**config.mk**
```make
export PLATFORM = sky130hd
export DESIGN_NAME = ps2le_xlate
export DESIGN_NICKNAME = d
export VERILOG_FILES = /design/src/hdl/ps2le_pkg.sv /design/src/hdl/ps2le_xlate.sv
export SDC_FILE = /design/constraint.sdc
export NUM_CORES = 1
export LEC_CHECK = 0
export ABC_AREA = 1
export CAP_MARGIN = 10
export CORE_MARGIN = 3
export CORE_UTILIZATION = 35
export DETAILED_ROUTE_END_ITERATION = 12
export DONT_BUFFER_PORTS = 1
export PLACE_DENSITY = 0.57
export SYNTH_ARGS = -nofsm -noshare
export SYNTH_HDL_FRONTEND = slang
export SYNTH_SLANG_ARGS = --single-unit
export TNS_END_PERCENT = 1
```
**constraint.sdc**
```tcl
create_clock -name vclk -period 2.4
set_clock_uncertainty 0.05 [all_clocks]
set_input_delay 0.72 -clock vclk [all_inputs]
set_output_delay 0.72 -clock vclk [all_outputs]
set_load 0.005 [all_outputs]
```
**src/hdl/ps2le_pkg.sv**
```systemverilog
package ps2le_pkg;

  localparam logic [2:0] REQ_SCAN = 3'd0;
  localparam logic [2:0] REQ_CHAR = 3'd1;
  localparam logic [2:0] REQ_TAKE = 3'd2;
  localparam logic [2:0] REQ_ECHO = 3'd3;
  localparam logic [2:0] REQ_RST  = 3'd4;

  localparam logic [7:0] KEY_LSHIFT = 8'h2A;
  localparam logic [7:0] KEY_RSHIFT = 8'h36;
  localparam logic [7:0] CH_BS      = 8'd8;
  localparam logic [7:0] CH_LF      = 8'd10;
  localparam logic [7:0] CH_CR      = 8'd13;
  localparam logic [7:0] CH_SPACE   = 8'd32;
  localparam logic [7:0] CH_HIGH    = 8'h80;
  localparam logic [7:0] MAX_TAKE   = 8'd128;
  localparam logic [15:0] NA_SAT    = 16'hFFFF;
  localparam int         TABLE_LEN  = 58;

  localparam logic [7:0] PLAIN_MAP [TABLE_LEN] = '{
    8'd0, 8'd27, 8'd49, 8'd50, 8'd51, 8'd52, 8'd53, 8'd54, 8'd55, 8'd56, 8'd57, 8'd48,
    8'd45, 8'd61, 8'd8, 8'd9,
    8'd113, 8'd119, 8'd101, 8'd114, 8'd116, 8'd121, 8'd117, 8'd105, 8'd111, 8'd112,
    8'd91, 8'd93, 8'd10, 8'd0,
    8'd97, 8'd115, 8'd100, 8'd102, 8'd103, 8'd104, 8'd106, 8'd107, 8'd108, 8'd59,
    8'd39, 8'd96, 8'd0, 8'd92, 8'd122,
    8'd120, 8'd99, 8'd118, 8'd98, 8'd110, 8'd109, 8'd44, 8'd46, 8'd47, 8'd0, 8'd42,
    8'd0, 8'd32
  };

  localparam logic [7:0] SHIFT_MAP [TABLE_LEN] = '{
    8'd0, 8'd27, 8'd33, 8'd64, 8'd35, 8'd36, 8'd37, 8'd94, 8'd38, 8'd42, 8'd40, 8'd41,
    8'd95, 8'd43, 8'd8, 8'd9,
    8'd81, 8'd87, 8'd69, 8'd82, 8'd84, 8'd89, 8'd85, 8'd73, 8'd79, 8'd80,
    8'd123, 8'd125, 8'd10, 8'd0,
    8'd65, 8'd83, 8'd68, 8'd70, 8'd71, 8'd72, 8'd74, 8'd75, 8'd76, 8'd58,
    8'd34, 8'd126, 8'd0, 8'd124, 8'd90,
    8'd88, 8'd67, 8'd86, 8'd66, 8'd78, 8'd77, 8'd60, 8'd62, 8'd63, 8'd0, 8'd42,
    8'd0, 8'd32
  };

  typedef struct packed {
    logic [2:0] req_type;
    logic [7:0] scan_code;
    logic [7:0] char_in;
    logic [7:0] line_room;
  } ps2le_in_t;

  typedef struct packed {
    logic        status;
    logic        accepted;
    logic [7:0]  echo_char;
    logic        line_done;
    logic [63:0] line_chunk;
    logic [3:0]  chunk_bytes;
    logic [7:0]  line_length;
    logic        last;
    logic [15:0] nonascii_report;
    logic        overlong_warning;
    logic        queue_full_warning;
  } ps2le_out_t;

  typedef struct packed {
    logic       release_key;
    logic       shift_key;
    logic [7:0] ch;
  } scan_dec_t;

  typedef enum logic [2:0] {
    ST_IDLE,
    ST_COPY,
    ST_ECHO,
    ST_TRD,
    ST_TDATA,
    ST_TEMIT
  } ps2le_state_t;

endpackage

```
**src/hdl/ps2le_xlate.sv**
```systemverilog
module ps2le_xlate
  import ps2le_pkg::*;
(
  input  logic [7:0] scan_code,
  input  logic       shift_held,
  output scan_dec_t  dec
);

  logic [6:0] key;

  // Bit 7 marks a release; the key number is the low seven bits.
  always_comb begin
    key = scan_code[6:0];
    dec.release_key = scan_code[7];
    dec.shift_key = ({1'b0, key} == KEY_LSHIFT) || ({1'b0, key} == KEY_RSHIFT);
    dec.ch = 8'd0;
    if (scan_code < 8'(TABLE_LEN)) begin
      dec.ch = shift_held ? SHIFT_MAP[scan_code[5:0]] : PLAIN_MAP[scan_code[5:0]];
    end
  end

endmodule

```
---- Word-level counts from Yosys, hierarchy flattened ----
Memory sizes are Yosys's and may differ from the RTL's.
Cells that the tools add are included.
word-level totals
  flip-flop bits (word level) ............. 0
  bits in read-only memories .............. 1024
  word-level logic and storage cells ...... 14
  memories ................................ 2
  output and inout bits ................... 10
memories
  name             depth  bits a word  rd ports  clocked after Yosys merged registers in  wr ports  line               text
  (no name shown)  64     8            1         0                                        0         ps2le_xlate.sv:18  dec.ch = shift_held ? SHIFT_MAP[scan_code[5:0]] : PLAIN_MAP[scan_code[5:0]];
  (no name shown)  64     8            1         0                                        0         ps2le_xlate.sv:18
cells by class
  mux-type cells .......................... 6
  reduce and logical (&&, ||, !) cells .... 1
  bitwise logic cells ..................... 1
  eq/ne operators ......................... 2
  magnitude comparators ................... 2
operators with widths
  kind                                                 count
  2-to-1 mux 8 bit                                     6
  equality test 7 x 6 -> 1 bit, second input constant  2
  < comparator 8 x 6 -> 1 bit, second input constant   1
  >= comparator 7 bit, second input constant           1
  NOT 6 -> 7 bit                                       1
  logical OR 1 bit                                     1

---- Depth between registers and ports, before layout ----
  depth in word-level cells ............... 6
  mapped depth ............................ 12
  depth with buffers taken out ............ 12

---- Least setup slack after synthesis ----
No wires, ideal clock.
  path type ............................... input to output
  from .................................... input port scan_code[1]
  to ...................................... output port dec[0] (netlist name)
  arrival time ............................ 1788 ps
  data required time ...................... 1630 ps
  path slack .............................. -158 ps
  buffers on the path ..................... 0
  stages .................................. 12
  cell sequence ........................... inv_1 -> ha_1 -> inv_1 -> nand2_1 -> nand2_1 -> nand2_1 -> nand3_1 -> nand2_1 -> nand2_1 -> nand3_1 -> nand2_1 -> inv_1
RTL lines
  item                line              text
  start: declaration  ps2le_xlate.sv:4  input logic [7:0] scan_code,
  end: declaration    ps2le_xlate.sv:6  output scan_dec_t dec

==> results.toml <==
[status]
status = "finished, violations left"
failed_checks = "setup timing"

[die]
die_h_microns = 66
initial_core_util_pct = 37.2
dieArea_sq_um = 4360
die_x_microns = 66
io_pins = 19
rows = 21
core_area_sq_um = 3390

[routing]
antenna_left = 0
drc = 0
vias = 1578
drt-vias-per-instance = 5.31
drt-total-wl_microns = 3850
wl_per_cell_microns = 13.0
dr.pass1.iters = 5
first_iter_violations = 124

[worst_hold_path]
hold_class = "input pin to primary output"

[sta]
finalSetupViolations = 6
rsz0062_at_grt = "true"
setup_ws_ns = -0.195
hold_viol = 0
maxSlewViolCount = 0
timing.hold.ws_ns = 1.39
final.period_utilization_pct = 108
period_minus_slack_ns = 2.60
clock.fmax_ghz = 0.385

[power_and_ir_drop]
ir_worst_vdd_uv = 55.6
p_int_mw = 0.0890
p_seq_share_pct = 0
sw_frac_of_total_pct = 60.1
power_density_nw_per_um2 = 162
power.total_mw = 0.223
p_leak_nw = 0.749
p_sw_mw = 0.134
pwr-share-clk_pct = 0
combPwrFrac_pct = 100.0

[logic_synthesis]
synth_area_per_cell_sq_um = 5.08
netlist_area_sq_um = 1260
yosysSeqAreaShare_pct = 0
syn_nets = 270
yosys_warnings = 0
synth.distinct_cells = 23
netlist_instances = 248

[flow_run]
max-cap-violations = 0

[global_route]
gr-total-overflow = 0
grt_max_degree = 31
antenna_found_initial = 0
grt_pass1_wl_microns = 6240
grt_pass1_vias = 1302
track_usage_pct = 17.7

[placement]
routabilityCongestion = 0.919
place_ws_ns = -0.198
dpl.hpwl_microns = 2970
portBuffers = 0

[final_layout]
layout_commonest_cell = "nand2_1"
drive_above_1_share_pct = 18.3
final.fill_count = 376
utilization_pct = 40.5
multi_input_area_sq_um = 1100
regArea_sq_um = 0
layout_common_cells = "nand2_1 (106), nand3_1 (39), buf_4 (16), nor2_1 (14)"
final_net_count = 275
diodes = 0
nClkBuffers = 0
seq_cells = 0
area_growth_pct = 8.94

[worst_setup_path]
cp.arrival_ns = 1.83
cp.required_ns = 1.63
critPathKind = "input pin to primary output"
cp_max_fo = 11
cp-end-kind = "primary output"
worstSetupStartpointType = "input pin"
## repair_timing
action	in CTS	in global routing
endpoints found under the setup margin	7	8
pin swaps	4	5
setup buffers	1	0
hold buffers	0	0
resized for setup	6	5
## area by class of cell
type | instances | share of cell area, %
repair buffers | 17 | 9.57
well taps | 46 | 4.19
inverters | 20 | 6.02
multi-input cells | 214 | 80.2
## worst max-delay path: stages
cell and delay [ns]:
clkinvlp_4 0.15, ha_4 0.33, inv_2 0.05, nand2_4 0.07
nand2_1 0.05, nand2_1 0.08, nand3_1 0.08, nand2_1 0.06
nand2_1 0.04, nand3_1 0.07, nand2_1 0.05, inv_1 0.06
## power groups by stage
stage / Combinational [mW] / Clock [mW] / Sequential (mW)
6_report: 0.223 / 0 / 0
5_1_grt: 0.251 / 0 / 0
4_1_cts: 0.217 / 0 / 0
3_5_place_dp: 0.212 / 0 / 0
3_3_place_gp: 0.216 / 0 / 0
2_1_floorplan: 0.186 / 0 / 0
## through the flow
| step | instance area, sq um | std cells | setup TNS, ns |
|---|---|---|---|
| floorplan | 1280 | 248 | -0.388 |
| global placement | 1340 | 296 | -1.06 |
| detailed placement | 1340 | 296 | -1.02 |
| CTS | 1370 | 297 | -0.947 |
| global route | 1370 | 297 | -1.84 |
| finish | 1370 | 297 | -0.959 |
## final timing paths
check	startpoint	end	slack (ns)	depth (start not counted)
worst max-delay path	scan_code[1]	dec[0]	-0.20	12
worst min-delay path	scan_code[7]	dec[9]	1.39	0
## kinds of logic (layout without fill, tap and decap cells)
group | Yosys count | count (layout) | share of synthesized area (%)
adder cells (fa/ha/maj) | 13 | 13 | 12.9
other | 1 | 1 | 0.298
AO/OA/AOI/OAI | 26 | 26 | 13.1
AND/OR/NAND/NOR | 174 | 174 | 58.4
buffers and inverters | 34 | 37 | 15.3
## synthesized netlist by cell type
| master | n | area, sq um |
|---|---|---|
| a21boi_1 | 1 | 7.51 |
| a21oi_1 | 13 | 65.1 |
| a21oi_2 | 2 | 17.5 |
| a21oi_4 | 1 | 16.3 |
| a31oi_1 | 1 | 6.26 |
| buf_2 | 4 | 20.0 |
| buf_4 | 5 | 37.5 |
| buf_6 | 4 | 45.0 |
| buf_8 | 1 | 15.0 |
| conb_1 | 1 | 3.75 |
| ha_1 | 13 | 163 |
| inv_1 | 16 | 60.1 |
| inv_2 | 4 | 15.0 |
| nand2_1 | 107 | 402 |
| nand2_2 | 7 | 43.8 |
| nand3_1 | 39 | 195 |
| nor2_1 | 16 | 60.1 |
| nor2_2 | 2 | 12.5 |
| nor2_4 | 1 | 11.3 |
| nor3_1 | 1 | 5.00 |
| o211ai_1 | 5 | 37.5 |
| o21ai_0 | 3 | 15.0 |
| or2_2 | 1 | 6.26 |
## metal layers
layer,track usage (%),up-vias,share of wire [%]
met3,1.19,12,12
met5,0,-,0
li1,-,798,-
met4,2.03,0,1.8
met1,27.9,663,43
met2,26.5,105,43
(Power assumes the default switching activity.)
